File: config.mk
export PLATFORM = sky130hd
export DESIGN_NAME = infection_slot_event_scheduler
export DESIGN_NICKNAME = d
export VERILOG_FILES = /design/src/hdl/iss_pkg.sv /design/src/hdl/iss_slot.sv /design/src/hdl/infection_slot_event_scheduler.sv
export VERILOG_INCLUDE_DIRS = /design/src /design/src/hdl
export SDC_FILE = /design/constraint.sdc
export NUM_CORES = 2
export LEC_CHECK = 0
export BUFFER_PORTS_ARGS = -buffer_cell sky130_fd_sc_hd__buf_4
export CAP_MARGIN = 15
export CORE_UTILIZATION = 30
export DETAILED_ROUTE_END_ITERATION = 7
export GPL_TIMING_DRIVEN = 0
export SLEW_MARGIN = 20
export SYNTH_ARGS = -nofsm -noshare
export SYNTH_HDL_FRONTEND = slang
export SYNTH_SLANG_ARGS = --single-unit
File: constraint.sdc
create_clock -name clk -period 12.1 [get_ports clk]
set_clock_uncertainty 0.1 [all_clocks]
set_input_delay 0.605 -clock clk [delete_from_list [all_inputs] [get_ports clk]]
set_output_delay 0.605 -clock clk [all_outputs]
set_load 0.03 [all_outputs]
File: src/hdl/infection_slot_event_scheduler_defines.svh
// ---------------------------------------------------------------------------
// Infection slot event scheduler: assertion macros
// Shared concurrent check macros, clocked on clk and disabled in reset.
// ---------------------------------------------------------------------------
`ifndef INFECTION_SLOT_EVENT_SCHEDULER_DEFINES_SVH
`define INFECTION_SLOT_EVENT_SCHEDULER_DEFINES_SVH

// Check a property on every clock edge outside reset
`define ISS_ASSERT(lbl, prop, msg) \
	lbl: assert property (@(posedge clk) disable iff (!arst_n) prop) else $error(msg);

// Check that a condition implies another in the same cycle
`define ISS_ASSERT_IMPL(lbl, ante, cons, msg) \
	lbl: assert property (@(posedge clk) disable iff (!arst_n) (ante) |-> (cons)) \
		else $error(msg);

`endif

File: src/hdl/iss_pkg.sv
// ---------------------------------------------------------------------------
// Infection slot event scheduler package
// Shared types, codes and the timer scheduling function.
// ---------------------------------------------------------------------------
`timescale 1ns / 1ps
`default_nettype none

package iss_pkg;

	localparam int DAY_W = 20;
	localparam logic [DAY_W-1:0] DAY_MAX = 20'hFFFFF;

	// Item opcodes
	typedef enum logic [1:0] {
		OP_TICK   = 2'd0,
		OP_INFECT = 2'd1,
		OP_RESET  = 2'd2
	} op_t;

	// Asexual stage of one slot
	typedef enum logic [1:0] {
		STG_INACTIVE = 2'd0,
		STG_LIVER    = 2'd1,
		STG_BLOOD    = 2'd2
	} stage_t;

	// Host state codes
	localparam logic [1:0] HS_SUSCEPTIBLE = 2'd0;
	localparam logic [1:0] HS_LIVER       = 2'd1;
	localparam logic [1:0] HS_BLOOD       = 2'd2;

	// Register indexes
	localparam logic [1:0] REG_LIVER_DELAY = 2'd0;
	localparam logic [1:0] REG_GAMETO_DELAY = 2'd1;
	localparam logic [1:0] REG_MAX_DAY     = 2'd2;

	// Broadcast control from the top level to every slot
	typedef struct packed {
		logic             fire;
		logic             clear;
		logic [DAY_W-1:0] day;
		logic [DAY_W-1:0] never_day;
		logic [DAY_W-1:0] blood_start;
		logic [DAY_W-1:0] blood_end;
		logic [DAY_W-1:0] infective_start;
		logic [DAY_W-1:0] infective_end;
	} slot_ctl_t;

	// Status of one slot
	typedef struct packed {
		logic   busy;
		stage_t stage;
		logic   infective;
	} slot_stat_t;

	// Store a day sum, or never when it lies beyond the last day
	function automatic logic [DAY_W-1:0] sched(
		input logic [DAY_W+2:0] sum,
		input logic [DAY_W-1:0] max_day,
		input logic [DAY_W-1:0] never_day
	);
		logic [DAY_W-1:0] res;
		if (sum > {3'b000, max_day}) begin
			res = never_day;
		end else begin
			res = sum[DAY_W-1:0];
		end
		return res;
	endfunction

endpackage

`default_nettype wire

File: src/hdl/iss_slot.sv
// ---------------------------------------------------------------------------
// Infection slot
// One slot: occupancy, stage, infective flag and four event timers.
// ---------------------------------------------------------------------------
`timescale 1ns / 1ps
`default_nettype none

module iss_slot (
	input  logic               clk,
	input  logic               arst_n,
	input  iss_pkg::slot_ctl_t  ctl,
	input  logic               load,
	output iss_pkg::slot_stat_t stat_q,
	output iss_pkg::slot_stat_t stat_d
);
	import iss_pkg::*;

	logic [DAY_W-1:0] bs_q, be_q, is_q, ie_q;
	logic [DAY_W-1:0] bs_d, be_d, is_d, ie_d;
	logic             hit_bs, hit_be, hit_is, hit_ie;

	// Match each timer against the day
	assign hit_bs = (bs_q == ctl.day);
	assign hit_be = (be_q == ctl.day);
	assign hit_is = (is_q == ctl.day);
	assign hit_ie = (ie_q == ctl.day);

	// Next slot state: clear, fire due events, or take a new infection
	always_comb begin
		stat_d = stat_q;
		bs_d   = bs_q;
		be_d   = be_q;
		is_d   = is_q;
		ie_d   = ie_q;
		if (ctl.clear) begin
			stat_d.busy      = 1'b0;
			stat_d.stage     = STG_INACTIVE;
			stat_d.infective = 1'b0;
			bs_d = ctl.never_day;
			be_d = ctl.never_day;
			is_d = ctl.never_day;
			ie_d = ctl.never_day;
		end else if (ctl.fire) begin
			// blood end wins over blood start on the same day
			if (hit_be) begin
				stat_d.stage = STG_INACTIVE;
			end else if (hit_bs) begin
				stat_d.stage = STG_BLOOD;
			end
			if (hit_ie) begin
				stat_d.infective = 1'b0;
				stat_d.busy      = 1'b0;
			end else if (hit_is) begin
				stat_d.infective = 1'b1;
			end
			if (hit_bs) bs_d = ctl.never_day;
			if (hit_be) be_d = ctl.never_day;
			if (hit_is) is_d = ctl.never_day;
			if (hit_ie) ie_d = ctl.never_day;
		end else if (load) begin
			stat_d.busy  = 1'b1;
			stat_d.stage = STG_LIVER;
			bs_d = ctl.blood_start;
			be_d = ctl.blood_end;
			is_d = ctl.infective_start;
			ie_d = ctl.infective_end;
		end
	end

	// Hold slot state
	always_ff @(posedge clk or negedge arst_n) begin
		if (!arst_n) begin
			stat_q.busy      <= 1'b0;
			stat_q.stage     <= STG_INACTIVE;
			stat_q.infective <= 1'b0;
			bs_q <= DAY_MAX;
			be_q <= DAY_MAX;
			is_q <= DAY_MAX;
			ie_q <= DAY_MAX;
		end else begin
			stat_q <= stat_d;
			bs_q   <= bs_d;
			be_q   <= be_d;
			is_q   <= is_d;
			ie_q   <= ie_d;
		end
	end

endmodule

`default_nettype wire

File: src/hdl/infection_slot_event_scheduler.sv
// ---------------------------------------------------------------------------
// Infection slot event scheduler
// Per-host table of infection slots with four timed events per slot.
// ---------------------------------------------------------------------------
//  channel  handshake                     payload
//  item     start in, busy out            opcode, day, infection_days, lifespan
//  result   done out (one-cycle strobe)   host_state .. total_infections
//  config   psel/penable/pwrite, pready   paddr, pwdata, prdata
//
//  One item per cycle; busy stays low. An item is captured in the input
//  register, updates the slot table in the following cycle, and its result
//  registers onto done together with that slot table update.
//  Reset is asynchronous, active low, and sets every timer to never.
//  The result cannot be stalled; it is shown for exactly one cycle.
// ---------------------------------------------------------------------------
`timescale 1ns / 1ps
`default_nettype none

module infection_slot_event_scheduler #(
	parameter int SLOTS = 8
) (
	input  logic        clk,
	input  logic        arst_n,
	// item channel
	input  logic        start,
	output logic        busy,
	input  logic [1:0]  opcode,
	input  logic [19:0] day,
	input  logic [15:0] infection_days,
	input  logic [15:0] lifespan,
	// configuration port
	input  logic        psel,
	input  logic        penable,
	input  logic        pwrite,
	input  logic [3:0]  paddr,
	input  logic [31:0] pwdata,
	output logic [31:0] prdata,
	output logic        pready,
	// result channel
	output logic        done,
	output logic [1:0]  host_state,
	output logic [3:0]  infection_count,
	output logic [3:0]  infective_count,
	output logic        is_infective,
	output logic        died,
	output logic        accepted,
	output logic [2:0]  slot_taken,
	output logic [7:0]  total_infections
);
	import iss_pkg::*;

	localparam int SLOT_W = (SLOTS > 1) ? $clog2(SLOTS) : 1;
	localparam int CNT_W  = $clog2(SLOTS + 1);

	// configuration
	logic [9:0]       liver_q, gameto_q;
	logic [DAY_W-1:0] max_day_q;
	logic             cfg_wr;

	// input stage
	logic             valid_s1;
	logic [1:0]       op_s1;
	logic [DAY_W-1:0] day_s1;
	logic [15:0]      dur_s1;
	logic [15:0]      life_s1;

	// host state
	logic [DAY_W-1:0] death_q;
	logic [7:0]       tally_q;

	// slot table
	slot_ctl_t        ctl;
	slot_stat_t       stat_q [SLOTS];
	slot_stat_t       stat_d [SLOTS];
	logic [SLOTS-1:0] load;

	// item decode
	logic             is_tick, died_w, new_host, infect, free_found;
	logic [SLOT_W-1:0] free_idx;
	logic [31:0]      free_ext;
	logic [DAY_W-1:0] never_day;

	// timer sums
	logic [DAY_W:0]   sum_b;
	logic [DAY_W+1:0] sum_f;
	logic [DAY_W+2:0] sum_be, sum_fe, sum_death;

	// result terms
	logic [CNT_W-1:0] busy_cnt, inf_cnt;
	logic [31:0]      busy_ext, inf_ext;
	logic             any_blood, any_liver;
	logic [7:0]       tally_d;

	// result registers
	logic             done_q, died_q, acc_q, isinf_q;
	logic [1:0]       hs_q;
	logic [3:0]       busy_cnt_q, inf_cnt_q;
	logic [2:0]       taken_q;

	assign busy   = 1'b0;
	assign pready = 1'b1;
	assign cfg_wr = psel && penable && pwrite;

	// Write configuration registers
	always_ff @(posedge clk or negedge arst_n) begin
		if (!arst_n) begin
			liver_q   <= '0;
			gameto_q  <= '0;
			max_day_q <= DAY_MAX - 20'd1;
		end else if (cfg_wr) begin
			case (paddr[3:2])
				REG_LIVER_DELAY:  liver_q   <= pwdata[9:0];
				REG_GAMETO_DELAY: gameto_q  <= pwdata[9:0];
				REG_MAX_DAY:      max_day_q <= pwdata[DAY_W-1:0];
				default: ;
			endcase
		end
	end

	// Read back configuration registers
	always_comb begin
		case (paddr[3:2])
			REG_LIVER_DELAY:  prdata = {22'd0, liver_q};
			REG_GAMETO_DELAY: prdata = {22'd0, gameto_q};
			REG_MAX_DAY:      prdata = {12'd0, max_day_q};
			default:          prdata = '0;
		endcase
	end

	// Capture the item transfer
	always_ff @(posedge clk or negedge arst_n) begin
		if (!arst_n) begin
			valid_s1 <= 1'b0;
		end else begin
			valid_s1 <= start && !busy;
		end
	end

	always_ff @(posedge clk) begin
		if (start && !busy) begin
			op_s1   <= opcode;
			day_s1  <= day;
			dur_s1  <= infection_days;
			life_s1 <= lifespan;
		end
	end

	assign never_day = (max_day_q == DAY_MAX) ? DAY_MAX : max_day_q + 20'd1;

	// Find the lowest free slot
	always_comb begin
		free_found = 1'b0;
		free_idx   = '0;
		for (int i = SLOTS - 1; i >= 0; i--) begin
			if (!stat_q[i].busy) begin
				free_found = 1'b1;
				free_idx   = SLOT_W'(i);
			end
		end
	end

	// Decode the item
	always_comb begin
		is_tick  = 1'b0;
		died_w   = 1'b0;
		new_host = 1'b0;
		infect   = 1'b0;
		if (valid_s1) begin
			case (op_s1)
				OP_TICK: begin
					is_tick  = (day_s1 <= max_day_q);
					died_w   = is_tick && (death_q == day_s1);
					new_host = died_w;
				end
				OP_INFECT: begin
					infect = free_found;
				end
				OP_RESET: begin
					new_host = 1'b1;
				end
				default: ;
			endcase
		end
	end

	// Build timer sums for a new infection and a new death day
	assign sum_b     = {1'b0, day_s1} + {11'd0, liver_q};
	assign sum_f     = {1'b0, sum_b} + {12'd0, gameto_q};
	assign sum_be    = {2'b00, sum_b} + {7'd0, dur_s1};
	assign sum_fe    = {1'b0, sum_f} + {7'd0, dur_s1};
	assign sum_death = {3'b000, day_s1} + {7'd0, life_s1};

	// Drive the slot broadcast
	always_comb begin
		ctl.fire            = is_tick && !died_w;
		ctl.clear           = new_host;
		ctl.day             = day_s1;
		ctl.never_day       = never_day;
		ctl.blood_start     = sched({2'b00, sum_b}, max_day_q, never_day);
		ctl.blood_end       = sched(sum_be, max_day_q, never_day);
		ctl.infective_start = sched({1'b0, sum_f}, max_day_q, never_day);
		ctl.infective_end   = sched(sum_fe, max_day_q, never_day);
		for (int i = 0; i < SLOTS; i++) begin
			load[i] = infect && (free_idx == SLOT_W'(i));
		end
	end

	// Slot table
	for (genvar g = 0; g < SLOTS; g++) begin : g_slot
		iss_slot u_slot (
			.clk    (clk),
			.arst_n (arst_n),
			.ctl    (ctl),
			.load   (load[g]),
			.stat_q (stat_q[g]),
			.stat_d (stat_d[g])
		);
	end

	// Advance death day and infection tally
	always_comb begin
		tally_d = tally_q;
		if (new_host) begin
			tally_d = '0;
		end else if (infect && (tally_q != 8'hFF)) begin
			tally_d = tally_q + 8'd1;
		end
	end

	always_ff @(posedge clk or negedge arst_n) begin
		if (!arst_n) begin
			death_q <= DAY_MAX;
			tally_q <= '0;
		end else begin
			if (new_host) begin
				death_q <= sched(sum_death, max_day_q, never_day);
			end
			tally_q <= tally_d;
		end
	end

	// Summarize the updated slot table
	always_comb begin
		busy_cnt  = '0;
		inf_cnt   = '0;
		any_blood = 1'b0;
		any_liver = 1'b0;
		for (int i = 0; i < SLOTS; i++) begin
			busy_cnt  = busy_cnt + CNT_W'(stat_d[i].busy);
			inf_cnt   = inf_cnt + CNT_W'(stat_d[i].infective);
			any_blood = any_blood | (stat_d[i].stage == STG_BLOOD);
			any_liver = any_liver | (stat_d[i].stage == STG_LIVER);
		end
	end

	assign busy_ext = 32'(busy_cnt);
	assign inf_ext  = 32'(inf_cnt);
	assign free_ext = 32'(free_idx);

	// Register the result
	always_ff @(posedge clk or negedge arst_n) begin
		if (!arst_n) begin
			done_q <= 1'b0;
		end else begin
			done_q <= valid_s1;
		end
	end

	always_ff @(posedge clk) begin
		if (valid_s1) begin
			hs_q       <= any_blood ? HS_BLOOD : (any_liver ? HS_LIVER : HS_SUSCEPTIBLE);
			busy_cnt_q <= busy_ext[3:0];
			inf_cnt_q  <= inf_ext[3:0];
			isinf_q    <= (inf_cnt != '0);
			died_q     <= died_w;
			acc_q      <= infect;
			taken_q    <= infect ? free_ext[2:0] : 3'd0;
		end
	end

	assign done             = done_q;
	assign host_state       = hs_q;
	assign infection_count  = busy_cnt_q;
	assign infective_count  = inf_cnt_q;
	assign is_infective     = isinf_q;
	assign died             = died_q;
	assign accepted         = acc_q;
	assign slot_taken       = taken_q;
	assign total_infections = tally_q;

	// Checks
`include "infection_slot_event_scheduler_defines.svh"

	`ISS_ASSERT(a_latency, ((start && !busy) |-> ##2 done), "result did not follow transfer")
	`ISS_ASSERT_IMPL(a_flags, done, !(died && accepted), "death and acceptance together")
	`ISS_ASSERT_IMPL(a_taken, done && !accepted, slot_taken == 3'd0, "slot given on rejection")
	`ISS_ASSERT_IMPL(a_death, done && died, total_infections == 8'd0 && infection_count == 4'd0,
		"death left infections behind")

endmodule

`default_nettype wire
==> results by group <==
Critical path
  • Element type at the critical path end: flop
  • Slowest library cell on the worst path: sky130_fd_sc_hd__mux2i_2
  • Maximum net fanout on the critical path: 10
  • Type of origin of the critical path: flop
  • Worst path required time: 12,640 ps
  • Category of the most critical setup path: flop to flop
  • Worst R2R Start: day_s1[1]$_DFFE_PP_
  • Worst Setup SP: day_s1[1]$_DFFE_PP_
  • Max incr delay on CP: 910 ps
  • Worst setup slack for register-to-register paths: 160 ps
  • Data arrival time of the critical path: 12,480 ps

Power and ir drop
  • VDD IR max: 0.0002405 V
  • Static Leakage: 21.35 nW
  • Power Dens Cells: 279.9 nW/um^2

Timing
  • Timing-limited maximum frequency: 83.78 MHz
  • Final-report max-slew violation count: 0
  • Setup-failing EPs final: 0
  • Final critical-path share of the clock period: 98.64%
  • Max_slew headroom: 17.23%
  • Worst slew pin tran: 1207 ps
  • Hold violation count in the final report: 0
  • RSZ-0062 raised after global routing: yes
  • Min cycle time layout: 11,940 ps
  • Final worst hold slack: 38.50 ps
  • Final worst setup slack: 164.4 ps

Drt
  • Number of antenna-violating nets in the routed design: 0
  • First-pass detailed-route iteration total: 6
  • Wire length on met3: 10,900 um
  • Metal1 wirelength: 71,380 um
  • Total number of vias: 34,180
  • Number of DRC violations after detailed routing: 0
  • Total wire length: 166,600 um
  • Wire per inst: 25.60 um
  • Number of DRC markers in iteration 0: 2,864
  • Via-per-instance ratio: 5.252
  • Met2 Wirelength: 76,840 um
  • Highest Signal Layer: met5

Final layout
  • Proportion of layout cells with a drive suffix above 1: 40.14%
  • Post-Route Utilization: 35.22%
  • Count of fill cells added during filler insertion: 15,517
  • Final layout net count: 4,678
  • Layout overhead on the synthesized area: 16.10%

Clock tree
  • Deepest clock path buffer count: 3
  • Clk sinks: 812
  • Post-CTS clock slew at the launch and capture registers of the worst setup and hold paths: 60 ps
  • Setup fix buffers added after clock tree synthesis: 0
  • Total clock buffers created by CTS: 90
  • Clk Latency, worst-skew pair: 720 ps
  • Clock root buffer: sky130_fd_sc_hd__clkbuf_16
  • Clock tree from TritonCTS: built
  • H-tree depth reported by CTS: 3

Synth
  • Leading cell type by number of instances after synthesis: sky130_fd_sc_hd__dfstp_2
  • Fraction of synthesis flops using an asynchronous set or reset pin: 91.38%
  • Number of library cell types mapped by synthesis: 87
  • Post-synthesis instance area: 47,550 sq um
  • Most used standard cells in the synthesized netlist: sky130_fd_sc_hd__dfstp_2, sky130_fd_sc_hd__mux2_2, sky130_fd_sc_hd__xnor2_1
  • Mean Syn Cell Area: 11.71 sq um
  • Post-synthesis xor/xnor area fraction: 14.11%
  • Biggest area contributors in the synthesized netlist: sky130_fd_sc_hd__dfstp_2, sky130_fd_sc_hd__mux2_2, sky130_fd_sc_hd__xnor2_1
  • Top FF cell, synth: sky130_fd_sc_hd__dfstp_2
  • Proportion of synthesized area in mux cells: 17.81%
  • Complex-gate fraction of the synthesized area: 6.018%
  • Share of synthesized cell area in and, or, nand and nor gates: 8.359%
  • Dominant combinational cell family by area after synthesis: multiplexers
  • Number of enable flip-flop cells after synthesis: 70
  • Mapped Cells: 4,062
  • Cell type contributing the most total cell area after synthesis: sky130_fd_sc_hd__dfstp_2
  • Share of the synthesized area in the top cell type: 37.52%
  • Sequential element share of the synthesized area: 45.25%
  • Adder and majority cell fraction of the synthesized area: 5.731%
  • Count of yosys warnings during synthesis: 0
  • Flop and latch count out of synthesis: 812

Placed design
  • Place WS: 124.1 ps
  • Total of buffers placed on input and output ports: 125
  • HPWL after DPL: 115,800 um
  • Final estimated routing congestion in global placement: 0.9628

Global route
  • Global-route wire length before repair: 241,900 um
  • Number of global-route vias before repair: 34,291
  • Pin count of the biggest net entering global routing: 100
  • GRT Resource Usage Total: 20.73%
  • Initial antenna violation count: 7
  • Remaining Overflow, GRT: 0

Floorplan
  • Die width: 400.1 um
  • Number of placement rows: 145
  • Area of the die: 160,100 sq um
  • Core Area: 156,800 sq um
  • Top-level I/O count: 155
  • Floorplan die height: 400.1 um
  • Initial core utilization: 30.34%

Job
  • Number of maximum-capacitance constraint violations: 0

Worst hold path
  • Startpoint of the tightest hold check path: pwdata[12]
  • Kind of path behind the tightest hold check: primary input to flop

Status
  • Run status: finished clean
==> cell usage in the layout, fill, tap and decap left out, types with 19 or more instances in the layout <==
| master | Yosys | final |
|---|---|---|
| sky130_fd_sc_hd__xnor2_1 | 447 | 446 |
| sky130_fd_sc_hd__buf_2 | 40 | 56 |
| sky130_fd_sc_hd__a21o_1 | 47 | 47 |
| sky130_fd_sc_hd__nor3_1 | 64 | 64 |
| sky130_fd_sc_hd__mux2_2 | 633 | 633 |
| sky130_fd_sc_hd__ha_1 | 197 | 197 |
| sky130_fd_sc_hd__a21oi_1 | 136 | 135 |
| sky130_fd_sc_hd__dfrtp_1 | 63 | 62 |
| sky130_fd_sc_hd__buf_4 | 17 | 142 |
| sky130_fd_sc_hd__o21ai_0 | 124 | 123 |
| sky130_fd_sc_hd__nand4_1 | 126 | 126 |
| sky130_fd_sc_hd__nand2_1 | 137 | 137 |
| sky130_fd_sc_hd__nor2b_1 | 30 | 30 |
| sky130_fd_sc_hd__clkbuf_8 | 0 | 27 |
| sky130_fd_sc_hd__o21a_1 | 19 | 19 |
| sky130_fd_sc_hd__dfstp_2 | 679 | 679 |
| sky130_fd_sc_hd__clkbuf_1 | 112 | 124 |
| sky130_fd_sc_hd__dlygate4sd3_1 | 0 | 67 |
| sky130_fd_sc_hd__xor2_1 | 317 | 317 |
| sky130_fd_sc_hd__nor4_1 | 82 | 82 |
| sky130_fd_sc_hd__inv_1 | 105 | 105 |
| sky130_fd_sc_hd__mux2i_1 | 49 | 40 |
| sky130_fd_sc_hd__edfxtp_1 | 70 | 70 |
| sky130_fd_sc_hd__clkbuf_16 | 0 | 92 |
| sky130_fd_sc_hd__nand3_1 | 73 | 73 |
| sky130_fd_sc_hd__nor2_1 | 174 | 174 |
| sky130_fd_sc_hd__mux2_4 | 54 | 54 |
==> cells by family after synthesis <==
family	count (synthesis)
AO/OA/AOI/OAI	452
flip-flops	812
adder cells (fa/ha/maj)	210
multiplexers	739
buffers and inverters	308
other	2
AND/OR/NAND/NOR	774
XOR/XNOR	765
==> layer usage <==
metal / vias up / GRT usage, %
met1: 17587 / 27.44
met5: - / 0
met2: 1272 / 33.12
li1: 14975 / -
met4: 2 / 9.112
met3: 344 / 3.498
==> worst max-delay path: cells and delay by family, from the launching register on <==
| kind | cells | cell delay [ps] |
|---|---|---|
| AND/OR/NAND/NOR | 6 | 970 |
| adder cells (fa/ha/maj) | 4 | 1460 |
| XOR/XNOR | 3 | 1140 |
| multiplexers | 3 | 1330 |
| AO/OA/AOI/OAI | 15 | 3900 |
| flip-flops | 1 | 600 |
| buffers and inverters | 5 | 2310 |
==> state kept, by name, indices dropped and copies added (netlist names), 3 cells and up <==
name / cells
day_s1: 20
death_q: 20
dur_s1: 16
g_slot.u_slot.be_q: 160
g_slot.u_slot.bs_q: 160
g_slot.u_slot.ie_q: 160
g_slot.u_slot.is_q: 160
g_slot.u_slot.stat_q: 32
gameto_q: 10
infection_count: 4
infective_count: 4
life_s1: 16
liver_q: 10
max_day_q: 20
slot_taken: 3
total_infections: 8
==> final timing paths <==
kind | to | depth (start not counted)
max in group asynchronous | max_day_q[18]$_DFFE_PN1P_ | 5
min in group asynchronous | done$_DFF_PN0_ | 3
hold / removal | max_day_q[12]$_DFFE_PN1P_ | 3
setup reg to reg | g_slot[4].u_slot.ie_q[1]$_DFFE_PN1P_ | 36
hold reg to reg | death_q[14]$_DFFE_PN1P_ | 2
setup / recovery | g_slot[4].u_slot.ie_q[1]$_DFFE_PN1P_ | 36
==> what timing repair did <==
item / 4_1_cts / 5_1_grt
gates resized for setup: 0 / 2
hold buffers: 67 / 0
endpoints found under the setup margin: 0 / 152
hold endpoints to repair: 71 / 0
==> metrics by stage <==
| stage | area, sq um | cells | setup TNS (ps) | power (mW) |
|---|---|---|---|---|
| 6_report | 55210 | 6508 | 0 | 15.45 |
| 5_1_grt | 55200 | 6505 | -2645 | 16.21 |
| 4_1_cts | 55190 | 6505 | 0 | 15.38 |
| 3_5_place_dp | 51520 | 6271 | 0 | 12.49 |
| 3_3_place_gp | 51110 | 6257 | -7285 | 12.27 |
| 2_1_floorplan | 47600 | 4074 | 0 | 10.12 |
==> where the power goes <==
part / internal, mW / switching [mW] / leakage [nW]
registers: 4.75 / 0.833 / 8.67
clock network: 1.62 / 1.20 / 1.48
logic: 3.05 / 4.00 / 11.2
total: 9.42 / 6.03 / 21.4
==> final cells by class <==
type                    count  area, sq um  area share [%]
multi-input cells        2954        24860           45.03
clock inverters            24        234.0          0.4238
flip-flops and latches    812        21520           38.98
plain buffers             201        920.9           1.668
well taps                2058         2575           4.664
inverters                 107        401.6          0.7275
repair buffers            206         1921           3.479
clock buffers             143         2764           5.007
diodes                      3        7.507         0.01360
Power figures use the tool's default switching activity.
